--- src/hw/rtl/ddo_pkg.sv ---
// Shared types and constants for the differential-drive odometry block.
// Holds command codes, datapath micro-ops, controller states and arithmetic helpers.
// No dependencies.
`timescale 1ns / 1ps

package ddo_pkg;

    // Request command codes
    typedef enum logic [1:0] {
        CMD_UPDATE = 2'd0,
        CMD_SET    = 2'd1,
        CMD_ADD    = 2'd2,
        CMD_NONE   = 2'd3
    } t_cmd;

    // Register map: register index is paddr[2]
    localparam int  ADDR_W           = 3;
    localparam logic REG_TRACK_WIDTH = 1'b0;
    localparam logic REG_ROLL_RADIUS = 1'b1;
    localparam logic [19:0] BASE_RESET   = 20'd10486;
    localparam logic [15:0] RADIUS_RESET = 16'd2162;

    // Arithmetic constants
    localparam logic signed [26:0] PI_Q24  = 27'sd52707179;
    localparam logic [16:0]        SIN_A   = 17'd51472;
    localparam logic [16:0]        SIN_B   = 17'd21024;
    localparam logic [16:0]        SIN_C   = 17'd2320;
    localparam logic [15:0]        QUARTER = 16'd16384;
    localparam logic signed [16:0] ONE_Q14 = 17'sd16384;

    // Restoring divider: one quotient bit per cycle
    localparam int DIV_STEPS = 36;
    localparam int CNT_W     = $clog2(DIV_STEPS);

    // Datapath micro-operations
    typedef enum logic [3:0] {
        OP_NONE,
        OP_LOAD,
        OP_MUL_SL,
        OP_MUL_SR,
        OP_MUL_NUM,
        OP_DIV_STEP,
        OP_MUL_SUM,
        OP_MUL_PL,
        OP_MUL_PH,
        OP_TRIG_Z2,
        OP_TRIG_C,
        OP_TRIG_B,
        OP_TRIG_A,
        OP_TRIG_MUL,
        OP_APPLY
    } t_op;

    // Controller states
    typedef enum logic [3:0] {
        S_IDLE,
        S_SL,
        S_SR,
        S_NUM,
        S_DIV,
        S_SUM,
        S_PL,
        S_PH,
        S_Z2,
        S_YC,
        S_YB,
        S_YA,
        S_TMUL,
        S_APPLY
    } t_state;

    // Controller to datapath
    typedef struct packed {
        t_op  op;
        logic trig_sel;   // 0: cosine pass, 1: sine pass
    } t_dp_cmd;

    // Datapath to controller
    typedef struct packed {
        logic upd_req;    // offered request is an encoder update
        logic out_free;   // output register can take a result this cycle
    } t_dp_stat;

    // Signed 32-bit add with saturation
    function automatic logic signed [31:0] sat_add(input logic signed [31:0] a,
                                                   input logic signed [31:0] b);
        logic signed [32:0] s;
        s = 33'(a) + 33'(b);
        if (s > 33'sd2147483647) begin
            return 32'sh7FFFFFFF;
        end else if (s < -33'sd2147483648) begin
            return 32'sh80000000;
        end
        return s[31:0];
    endfunction

endpackage

--- src/hw/rtl/ddo_if.sv ---
// Request and result channel interfaces of the odometry block.
// Valid/ready handshake; widths follow the field definitions.
`timescale 1ns / 1ps

interface ddo_in_if;
    logic               valid;
    logic               ready;
    logic [1:0]         command;
    logic [15:0]        left_wheel_angle;
    logic [15:0]        right_wheel_angle;
    logic signed [15:0] left_slip;
    logic signed [15:0] right_slip;
    logic signed [31:0] new_x;
    logic signed [31:0] new_y;
    logic [15:0]        new_theta;

    modport source (output valid, command, left_wheel_angle, right_wheel_angle,
                    left_slip, right_slip, new_x, new_y, new_theta, input ready);
    modport sink (input valid, command, left_wheel_angle, right_wheel_angle,
                  left_slip, right_slip, new_x, new_y, new_theta, output ready);
endinterface

interface ddo_out_if;
    logic               valid;
    logic               ready;
    logic signed [31:0] x_out;
    logic signed [31:0] y_out;
    logic [15:0]        theta_out;
    logic [15:0]        left_wheel_out;
    logic [15:0]        right_wheel_out;

    modport source (output valid, x_out, y_out, theta_out, left_wheel_out,
                    right_wheel_out, input ready);
    modport sink (input valid, x_out, y_out, theta_out, left_wheel_out,
                  right_wheel_out, output ready);
endinterface

--- src/hw/rtl/ddo_ctrl.sv ---
// Sequencer of the odometry block: issues one datapath micro-op per cycle, holding while the output register is full.
// Depends on ddo_pkg.
`timescale 1ns / 1ps

module ddo_ctrl (
    input  logic              i_clk,
    input  logic              i_rst_n,
    input  logic              i_in_valid,
    input  ddo_pkg::t_dp_stat i_stat,
    output ddo_pkg::t_dp_cmd  o_cmd,
    output logic              o_in_ready
);
    import ddo_pkg::*;

    t_state           r_state, n_state;
    logic [CNT_W-1:0] r_cnt, n_cnt;
    logic             r_pass, n_pass;

    // State register
    always_ff @(posedge i_clk) begin
        if (!i_rst_n) begin
            r_state <= S_IDLE;
            r_cnt   <= '0;
            r_pass  <= 1'b0;
        end else begin
            r_state <= n_state;
            r_cnt   <= n_cnt;
            r_pass  <= n_pass;
        end
    end

    // Next state and micro-op
    always_comb begin
        n_state        = r_state;
        n_cnt          = r_cnt;
        n_pass         = r_pass;
        o_cmd.op       = OP_NONE;
        o_cmd.trig_sel = r_pass;
        o_in_ready     = 1'b0;
        case (r_state)
            S_IDLE: begin
                o_in_ready = 1'b1;
                n_pass     = 1'b0;
                n_cnt      = '0;
                if (i_in_valid) begin
                    o_cmd.op = OP_LOAD;
                    n_state  = i_stat.upd_req ? S_SL : S_APPLY;
                end
            end
            S_SL: begin
                o_cmd.op = OP_MUL_SL;
                n_state  = S_SR;
            end
            S_SR: begin
                o_cmd.op = OP_MUL_SR;
                n_state  = S_NUM;
            end
            S_NUM: begin
                o_cmd.op = OP_MUL_NUM;
                n_state  = S_DIV;
            end
            S_DIV: begin
                o_cmd.op = OP_DIV_STEP;
                n_cnt    = r_cnt + 1'b1;
                if (r_cnt == CNT_W'(DIV_STEPS - 1)) begin
                    n_state = S_SUM;
                end
            end
            S_SUM: begin
                o_cmd.op = OP_MUL_SUM;
                n_state  = S_PL;
            end
            S_PL: begin
                o_cmd.op = OP_MUL_PL;
                n_state  = S_PH;
            end
            S_PH: begin
                o_cmd.op = OP_MUL_PH;
                n_state  = S_Z2;
            end
            S_Z2: begin
                o_cmd.op = OP_TRIG_Z2;
                n_state  = S_YC;
            end
            S_YC: begin
                o_cmd.op = OP_TRIG_C;
                n_state  = S_YB;
            end
            S_YB: begin
                o_cmd.op = OP_TRIG_B;
                n_state  = S_YA;
            end
            S_YA: begin
                o_cmd.op = OP_TRIG_A;
                n_state  = S_TMUL;
            end
            // cosine pass first, then sine pass
            S_TMUL: begin
                o_cmd.op = OP_TRIG_MUL;
                if (r_pass) begin
                    n_state = S_APPLY;
                end else begin
                    n_pass  = 1'b1;
                    n_state = S_Z2;
                end
            end
            // wait for the output register
            S_APPLY: begin
                if (i_stat.out_free) begin
                    o_cmd.op = OP_APPLY;
                    n_state  = S_IDLE;
                end
            end
            default: begin
                n_state = S_IDLE;
            end
        endcase
    end

endmodule

--- src/hw/rtl/ddo_dp.sv ---
// Datapath of the odometry block: pose state, shared multiplier, divider, sine unit.
// Depends on ddo_pkg and ddo_if.
`timescale 1ns / 1ps

module ddo_dp (
    input  logic              i_clk,
    input  logic              i_rst_n,
    input  logic [19:0]       i_track_width,
    input  logic [15:0]       i_roll_radius,
    input  ddo_pkg::t_dp_cmd  i_cmd,
    output ddo_pkg::t_dp_stat o_stat,
    ddo_in_if.sink            i_in,
    ddo_out_if.source         o_out
);
    import ddo_pkg::*;

    // Latched request
    t_cmd               r_cmd;
    logic [15:0]        r_la, r_ra, r_nth;
    logic signed [15:0] r_ls, r_rs;
    logic signed [31:0] r_nx, r_ny;

    // Pose state
    logic signed [31:0] r_x, r_y;
    logic [15:0]        r_hd, r_lst, r_rst;

    // Intermediate results
    logic signed [18:0] r_sl, r_sr;
    logic               r_neg;
    logic [35:0]        r_quo;
    logic [19:0]        r_rem;
    logic signed [35:0] r_sum;
    logic signed [45:0] r_pl;
    logic signed [23:0] r_dist;
    logic [16:0]        r_z2, r_ty;
    logic signed [17:0] r_trig;
    logic signed [23:0] r_dx, r_dy;

    // Result register
    logic r_oval;

    // Wrapped wheel changes and slip factors
    logic signed [15:0] w_dl, w_dr;
    logic signed [16:0] w_oml, w_omr;
    logic signed [19:0] w_sdiff, w_ssum;
    assign w_dl    = $signed(r_la - r_lst);
    assign w_dr    = $signed(r_ra - r_rst);
    assign w_oml   = ONE_Q14 - 17'(r_ls);
    assign w_omr   = ONE_Q14 - 17'(r_rs);
    assign w_sdiff = 20'(r_sr) - 20'(r_sl);
    assign w_ssum  = 20'(r_sr) + 20'(r_sl);

    // Quadrant fold for the current trig pass
    logic [15:0] w_ang, w_z;
    logic [1:0]  w_q;
    logic [14:0] w_tt;
    assign w_ang = i_cmd.trig_sel ? r_hd : r_hd + QUARTER;
    assign w_q   = w_ang[15:14];
    assign w_tt  = w_q[0] ? 15'(QUARTER - {2'b00, w_ang[13:0]}) : {1'b0, w_ang[13:0]};
    assign w_z   = {w_tt, 1'b0};

    // Shared multiplier operand select
    logic signed [23:0] w_ma;
    logic signed [26:0] w_mb;
    logic signed [50:0] w_prod;
    logic [16:0]        w_p15;
    always_comb begin
        w_ma = '0;
        w_mb = '0;
        case (i_cmd.op)
            OP_MUL_SL: begin
                w_ma = 24'(w_dl);
                w_mb = 27'(w_oml);
            end
            OP_MUL_SR: begin
                w_ma = 24'(w_dr);
                w_mb = 27'(w_omr);
            end
            OP_MUL_NUM: begin
                w_ma = 24'(w_sdiff);
                w_mb = $signed({11'd0, i_roll_radius});
            end
            OP_MUL_SUM: begin
                w_ma = 24'(w_ssum);
                w_mb = $signed({11'd0, i_roll_radius});
            end
            OP_MUL_PL: begin
                w_ma = $signed({6'd0, r_sum[17:0]});
                w_mb = PI_Q24;
            end
            OP_MUL_PH: begin
                w_ma = 24'($signed(r_sum[35:18]));
                w_mb = PI_Q24;
            end
            OP_TRIG_Z2: begin
                w_ma = $signed({8'd0, w_z});
                w_mb = $signed({11'd0, w_z});
            end
            OP_TRIG_C: begin
                w_ma = $signed({7'd0, r_z2});
                w_mb = $signed({10'd0, SIN_C});
            end
            OP_TRIG_B: begin
                w_ma = $signed({7'd0, r_ty});
                w_mb = $signed({10'd0, r_z2});
            end
            OP_TRIG_A: begin
                w_ma = $signed({7'd0, r_ty});
                w_mb = $signed({11'd0, w_z});
            end
            OP_TRIG_MUL: begin
                w_ma = r_dist;
                w_mb = 27'(r_trig);
            end
            default: begin
                w_ma = '0;
                w_mb = '0;
            end
        endcase
    end
    assign w_prod = 51'(w_ma) * 51'(w_mb);
    assign w_p15  = w_prod[31:15];

    // Forward step: high partial product recombined with the low one
    logic signed [63:0] w_full;
    assign w_full = (64'(w_prod) <<< 18) + 64'(r_pl);

    // Divider step
    logic [19:0] w_base;
    logic [20:0] w_rsh;
    logic        w_ge;
    assign w_base = (i_track_width == '0) ? 20'd1 : i_track_width;
    assign w_rsh  = {r_rem, r_quo[35]};
    assign w_ge   = w_rsh >= {1'b0, w_base};

    // Heading change, truncated toward zero, modulo one turn
    logic [15:0] w_dth;
    assign w_dth = r_neg ? 16'(-r_quo[15:0]) : r_quo[15:0];

    // Arithmetic registers
    always_ff @(posedge i_clk) begin
        case (i_cmd.op)
            OP_LOAD: begin
                r_cmd <= t_cmd'(i_in.command);
                r_la  <= i_in.left_wheel_angle;
                r_ra  <= i_in.right_wheel_angle;
                r_ls  <= i_in.left_slip;
                r_rs  <= i_in.right_slip;
                r_nx  <= i_in.new_x;
                r_ny  <= i_in.new_y;
                r_nth <= i_in.new_theta;
            end
            OP_MUL_SL: r_sl <= 19'(w_prod >>> 14);
            OP_MUL_SR: r_sr <= 19'(w_prod >>> 14);
            OP_MUL_NUM: begin
                r_neg <= w_prod[35];
                r_quo <= w_prod[35] ? 36'(-w_prod[35:0]) : w_prod[35:0];
                r_rem <= '0;
            end
            OP_DIV_STEP: begin
                r_rem <= w_ge ? 20'(w_rsh - {1'b0, w_base}) : w_rsh[19:0];
                r_quo <= {r_quo[34:0], w_ge};
            end
            OP_MUL_SUM: r_sum <= w_prod[35:0];
            OP_MUL_PL:  r_pl  <= w_prod[45:0];
            OP_MUL_PH:  r_dist <= 24'(w_full >>> 40);
            OP_TRIG_Z2: r_z2 <= w_p15;
            OP_TRIG_C:  r_ty <= SIN_B - w_p15;
            OP_TRIG_B:  r_ty <= SIN_A - w_p15;
            OP_TRIG_A:  r_trig <= w_q[1] ? -$signed({1'b0, w_p15}) : $signed({1'b0, w_p15});
            OP_TRIG_MUL: begin
                if (i_cmd.trig_sel) begin
                    r_dy <= 24'(w_prod >>> 15);
                end else begin
                    r_dx <= 24'(w_prod >>> 15);
                end
            end
            default: begin
            end
        endcase
    end

    // Pose state and result register
    always_ff @(posedge i_clk) begin
        if (!i_rst_n) begin
            r_x    <= '0;
            r_y    <= '0;
            r_hd   <= '0;
            r_lst  <= '0;
            r_rst  <= '0;
            r_oval <= 1'b0;
        end else if (i_cmd.op == OP_APPLY) begin
            r_oval <= 1'b1;
            case (r_cmd)
                CMD_UPDATE: begin
                    r_x   <= sat_add(r_x, 32'(r_dx));
                    r_y   <= sat_add(r_y, 32'(r_dy));
                    r_hd  <= r_hd + w_dth;
                    r_lst <= r_la;
                    r_rst <= r_ra;
                end
                CMD_SET: begin
                    r_x  <= r_nx;
                    r_y  <= r_ny;
                    r_hd <= r_nth;
                end
                CMD_ADD: begin
                    r_x  <= sat_add(r_x, r_nx);
                    r_y  <= sat_add(r_y, r_ny);
                    r_hd <= r_hd + r_nth;
                end
                default: begin
                end
            endcase
        end else if (o_out.ready) begin
            r_oval <= 1'b0;
        end
    end

    // The result shows the pose after the request
    assign o_out.valid           = r_oval;
    assign o_out.x_out           = r_x;
    assign o_out.y_out           = r_y;
    assign o_out.theta_out       = r_hd;
    assign o_out.left_wheel_out  = r_lst;
    assign o_out.right_wheel_out = r_rst;

    assign o_stat.upd_req  = (i_in.command == CMD_UPDATE);
    assign o_stat.out_free = !r_oval || o_out.ready;

endmodule

--- src/hw/rtl/diff_drive_odometry.sv ---
// Top level of the differential-drive odometry block: APB registers, sequencer, datapath.
// Depends on ddo_pkg, ddo_if, ddo_ctrl and ddo_dp.
//
//   channel   dir   handshake      payload
//   i_in      in    valid/ready    command, wheel angles, slips, new pose
//   o_out     out   valid/ready    pose and stored wheel angles
//   apb       in    psel/penable   track width @0x0, roll radius @0x4
//
// An encoder update runs 3 multiplies, a restoring divider with a 36-bit quotient
// for the heading change, 3 multiplies for the forward step, and a cosine pass
// then a sine pass on the shared multiplier.
// Set, add and unused commands go straight to write-back. One request is in work at a time.
// Reset is synchronous active low and clears the pose; the result register
// holds a result until taken, stalling only the final write-back.
`timescale 1ns / 1ps

module diff_drive_odometry (
    input  logic                      i_clk,
    input  logic                      i_rst_n,
    ddo_in_if.sink                    i_in,
    ddo_out_if.source                 o_out,
    input  logic                      psel,
    input  logic                      penable,
    input  logic                      pwrite,
    input  logic [ddo_pkg::ADDR_W-1:0] paddr,
    input  logic [31:0]               pwdata,
    output logic [31:0]               prdata,
    output logic                      pready
);
    import ddo_pkg::*;

    logic [19:0] r_track_width;
    logic [15:0] r_roll_radius;
    logic        w_wr;
    t_dp_cmd     w_cmd;
    t_dp_stat    w_stat;
    logic        w_in_ready;

    // Configuration registers
    assign pready = 1'b1;
    assign w_wr   = psel && penable && pwrite;
    always_ff @(posedge i_clk) begin
        if (!i_rst_n) begin
            r_track_width <= BASE_RESET;
            r_roll_radius <= RADIUS_RESET;
        end else if (w_wr && paddr[1:0] == 2'b00) begin
            if (paddr[2] == REG_TRACK_WIDTH) begin
                r_track_width <= pwdata[19:0];
            end else begin
                r_roll_radius <= pwdata[15:0];
            end
        end
    end

    // Read-back
    always_comb begin
        prdata = '0;
        if (paddr[1:0] == 2'b00) begin
            if (paddr[2] == REG_ROLL_RADIUS) begin
                prdata = {16'd0, r_roll_radius};
            end else begin
                prdata = {12'd0, r_track_width};
            end
        end
    end

    // No request is taken while reset is held
    assign i_in.ready = w_in_ready && i_rst_n;

    // Sequencer
    ddo_ctrl u_ctrl (
        .i_clk      (i_clk),
        .i_rst_n    (i_rst_n),
        .i_in_valid (i_in.valid),
        .i_stat     (w_stat),
        .o_cmd      (w_cmd),
        .o_in_ready (w_in_ready)
    );

    // Datapath
    ddo_dp u_dp (
        .i_clk         (i_clk),
        .i_rst_n       (i_rst_n),
        .i_track_width (r_track_width),
        .i_roll_radius (r_roll_radius),
        .i_cmd         (w_cmd),
        .o_stat        (w_stat),
        .i_in          (i_in),
        .o_out         (o_out)
    );

endmodule

--- src/flat_wrapper.sv ---
// flat-port wrapper written by rule: the top's interface ports become plain ports
module diff_drive_odometry_flat import ddo_pkg::*;
  (i_clk, i_rst_n, psel, penable, pwrite, paddr, pwdata, prdata, pready, i_in_valid, i_in_command, i_in_left_wheel_angle, i_in_right_wheel_angle, i_in_left_slip, i_in_right_slip, i_in_new_x, i_in_new_y, i_in_new_theta, i_in_ready, o_out_valid, o_out_x_out, o_out_y_out, o_out_theta_out, o_out_left_wheel_out, o_out_right_wheel_out, o_out_ready);
  ddo_in_if i_in_i ();
  ddo_out_if o_out_i ();
  input  logic i_clk;
  input  logic i_rst_n;
  input  logic psel;
  input  logic penable;
  input  logic pwrite;
  input  logic [ddo_pkg::ADDR_W-1:0] paddr;
  input  logic [31:0] pwdata;
  output logic [31:0] prdata;
  output logic pready;
  input wire logic [$bits(i_in_i.valid)-1:0] i_in_valid;
  input wire logic [$bits(i_in_i.command)-1:0] i_in_command;
  input wire logic [$bits(i_in_i.left_wheel_angle)-1:0] i_in_left_wheel_angle;
  input wire logic [$bits(i_in_i.right_wheel_angle)-1:0] i_in_right_wheel_angle;
  input wire logic [$bits(i_in_i.left_slip)-1:0] i_in_left_slip;
  input wire logic [$bits(i_in_i.right_slip)-1:0] i_in_right_slip;
  input wire logic [$bits(i_in_i.new_x)-1:0] i_in_new_x;
  input wire logic [$bits(i_in_i.new_y)-1:0] i_in_new_y;
  input wire logic [$bits(i_in_i.new_theta)-1:0] i_in_new_theta;
  output wire logic [$bits(i_in_i.ready)-1:0] i_in_ready;
  output wire logic [$bits(o_out_i.valid)-1:0] o_out_valid;
  output wire logic [$bits(o_out_i.x_out)-1:0] o_out_x_out;
  output wire logic [$bits(o_out_i.y_out)-1:0] o_out_y_out;
  output wire logic [$bits(o_out_i.theta_out)-1:0] o_out_theta_out;
  output wire logic [$bits(o_out_i.left_wheel_out)-1:0] o_out_left_wheel_out;
  output wire logic [$bits(o_out_i.right_wheel_out)-1:0] o_out_right_wheel_out;
  input wire logic [$bits(o_out_i.ready)-1:0] o_out_ready;
  assign i_in_i.valid = i_in_valid;
  assign i_in_i.command = i_in_command;
  assign i_in_i.left_wheel_angle = i_in_left_wheel_angle;
  assign i_in_i.right_wheel_angle = i_in_right_wheel_angle;
  assign i_in_i.left_slip = i_in_left_slip;
  assign i_in_i.right_slip = i_in_right_slip;
  assign i_in_i.new_x = i_in_new_x;
  assign i_in_i.new_y = i_in_new_y;
  assign i_in_i.new_theta = i_in_new_theta;
  assign i_in_ready = i_in_i.ready;
  assign o_out_valid = o_out_i.valid;
  assign o_out_x_out = o_out_i.x_out;
  assign o_out_y_out = o_out_i.y_out;
  assign o_out_theta_out = o_out_i.theta_out;
  assign o_out_left_wheel_out = o_out_i.left_wheel_out;
  assign o_out_right_wheel_out = o_out_i.right_wheel_out;
  assign o_out_i.ready = o_out_ready;
  diff_drive_odometry u_core (.i_clk(i_clk), .i_rst_n(i_rst_n), .i_in(i_in_i), .o_out(o_out_i), .psel(psel), .penable(penable), .pwrite(pwrite), .paddr(paddr), .pwdata(pwdata), .prdata(prdata), .pready(pready));
endmodule
--- config.mk ---
export PLATFORM = sky130hd
export DESIGN_NAME = diff_drive_odometry_flat
export DESIGN_NICKNAME = d
export VERILOG_FILES = /design/src/hw/rtl/ddo_pkg.sv /design/src/hw/rtl/ddo_if.sv /design/src/hw/rtl/ddo_ctrl.sv /design/src/hw/rtl/ddo_dp.sv /design/src/hw/rtl/diff_drive_odometry.sv /design/src/flat_wrapper.sv
export SDC_FILE = /design/constraint.sdc
export NUM_CORES = 2
export LEC_CHECK = 0
export ABC_AREA = 0
export BUFFER_PORTS_ARGS = -buffer_cell sky130_fd_sc_hd__buf_4
export CAP_MARGIN = 20
export CORE_UTILIZATION = 50
export DETAILED_ROUTE_END_ITERATION = 8
export PLACE_DENSITY = 0.73
export SYNTH_ARGS = -nofsm -noshare
export SYNTH_HDL_FRONTEND = slang
export SYNTH_SLANG_ARGS = --single-unit
--- constraint.sdc ---
create_clock -name i_clk -period 36.7 [get_ports i_clk]
set_input_delay 1.835 -clock i_clk [delete_from_list [all_inputs] [get_ports i_clk]]
set_output_delay 1.835 -clock i_clk [all_outputs]
set_load 0.005 [all_outputs]
==> reports/metrics.cfg <==
[clock_network]
cts_buffers = 66
clkSlewWorstSetupHoldPaths_ns = 0.06
cts_hold_buf = 0
cts_root_buffer = clkbuf_16
cts.sinks = 589
cts_buffer_depth = 3
cts_resized = 0
tritoncts = built
cts_setup_buffers = 0
cts-htree-levels = 3
insertion_delay_ns = 0.64

[sta]
finalHoldViolations = 0
rsz0062_at_grt = false
setup_viol = 0
fin_skew_ns = 0.0384
slew_violations = 0
worst_pin_slew_ns = 1.19
tns_ns = 0
min_period_ns = 14.29
max-slew-margin-rel_pct = 20.6
fmax_ghz = 0.0700
period_share_pct = 38.9

[global_routing]
grt_pass1_vias = 48500
gr-total-overflow = 0
grt_antenna_before_repair = 15
grt_max_degree = 94
grt_usage_pct = 31.0
grt_pass1_wl_mm = 285

[drt]
vias = 48700
viasPerCell = 5.99
drtIter0Drc = 4743
wl_per_cell_um = 23.0
drc = 0
first_pass_iters = 9
routed_wl_mm = 187
drtAntennaViolNets = 0

[synthesis]
synth-seq-cells = 589
synth_ff_type = edfxtp_1
synth-seq-area-share_pct = 27.3
synth_edf_count = 429
yosysWarnings = 0
synth_top_area_share_pct = 21.9
synth_cell_types = 114
synthTopCellsByArea = edfxtp_1 22%, fa_1 20%, ha_1 9.1%, inv_1 5.6%, dfxtp_1 5.4%
syn-cell-area_mm2 = 0.0589
async_flop_share_pct = 0
synth_top_cell_by_area = edfxtp_1
syn_area_per_cell_um2 = 9.39
netlist_instances = 6273

[floorplanning]
core_area_mm2 = 0.117
ios = 335
die_x_um = 345
fp.dieH_um = 345
initial_core_util_pct = 50.6
placementRows = 125
die_area_mm2 = 0.119

[placement]
post-dp-hpwl_mm = 144
post_dp_cell_area_mm2 = 0.0633
portBuffers = 309
routabilityCongestion = 1.04

[worst_setup_path]
worst-path-max-fanout = 24
worstSetupPathType = reg2reg
critical-path-top-delay-family = compound AO/OA/AOI/OAI gates
r2r_cells = 41
worstSetupStartpoint = u_core.u_ctrl.r_state[1]
r2r-start = u_core.u_ctrl.r_state[1]
cp_num_cells = 41
crit_path_start_kind = register
cp.arrival_ns = 14.67
cp-end-kind = register
cp.required_ns = 37.08
crit_top_cell = fa_1
cp.buffers_inverters = 8
crit_slowest_cell = dfxtp_1
cpPeakStageDelay_ns = 0.95

[hold_path]
min_from = u_core.u_dp.o_out.left_wheel_out[1]
whs_path_depth = 2
hp-class = reg2reg

[status]
status = complete, no violations

[job]
timing.max_cap.violations = 0

[finish]
n_fill_cell = 10000
layout_commonest_cell = inv_1
area_delta_synth_final_pct = 11.6
fin_nets = 7748
fin_area_mm2 = 0.0657
final_cell_mix = 879 x inv_1, 707 x nand2_1, 600 x fa_1
drive_above_1_share_pct = 10.1

[sequential cells by signal, indices dropped and copies added (netlist names), 17 cells and up]
register	count
u_core.u_dp.r_quo	36
u_core.u_dp.r_sum	36
u_core.u_dp.o_out.x_out	32
u_core.u_dp.o_out.y_out	32
u_core.u_dp.r_nx	32
u_core.u_dp.r_ny	32
u_core.u_dp.r_pl	28
u_core.u_dp.r_dist	24
u_core.u_dp.r_dx	24
u_core.u_dp.r_dy	24
u_core.r_track_width	20
u_core.u_dp.r_rem	20
u_core.u_dp.r_sl	19
u_core.u_dp.r_sr	19
u_core.u_dp.r_trig	18
u_core.u_dp.r_ty	17
u_core.u_dp.r_z2	17
[Yosys cell counts, drive strengths merged (144+ instances only)]
cell type,n
dfxtp,160
a21oi,359
nand2,709
inv,885
nor2,328
o21ai,310
ha,430
a21o,144
clkbuf,202
edfxtp,429
fa,600
xnor2,239
[final timing paths]
check	endpoint	slack (ns)
worst min register to register	u_core.u_dp.o_out.left_wheel_out[1]	0.49
worst max register to register	u_core.u_dp.r_dist[23]	22.41
worst min-delay path	u_core.u_dp.o_out.left_wheel_out[1]	0.49
worst max-delay path	u_core.u_dp.r_dist[23]	22.41
[cell families after synthesis]
group,after synthesis,synth area share (%)
simple gates,1669,13.2
compound gates,1449,16.5
buf+inv,1139,7.45
fa+ha+maj,1031,29.5
flops,589,27.3
xor+xnor,355,5.35
mux,39,0.669
other cells,2,0.0127
[worst reg2reg max path, delay by kind of cell, from the launching register on]
kind	cells	cell delay [ns]
fa+ha+maj	9	4.38
xor+xnor	2	0.30
flops	1	0.95
buf+inv	8	1.56
compound gates	14	4.82
simple gates	8	2.00
[through the flow]
step	hold slack [ns]	setup slack, ns	cells	utilization, %
after floorplan	0.456	24.45	6284	-
after global placement	0.469	22.89	7976	54.3
after detailed placement	0.477	22.68	7979	54.4
after CTS	0.488	22.62	8101	56.3
after global routing	0.507	21.92	8115	56.4
final	0.487	22.41	8122	56.4
[layout make-up]
cell class	count	area (um2)	share of cell area, %
multi-input cells	4556	38800	59.0
flip-flops and latches	589	16100	24.5
repair buffers	429	3340	5.09
inverters	888	3340	5.07
well taps	1524	1910	2.90
clock buffers	84	1820	2.77
clock inverters	38	410	0.624
diodes	14	35.0	0.0533
[layer usage]
layer	vias up	GRT usage, %	share of wire [%]
met2	2261	50.0	46
met3	542	6.77	9.3
met1	24000	39.0	39
met5	-	0	0.027
li1	21900	-	-
met4	8	16.4	5.7
Power is not shown: default switching activity piles up to over one toggle a cycle in this logic, so the estimate is an artifact.
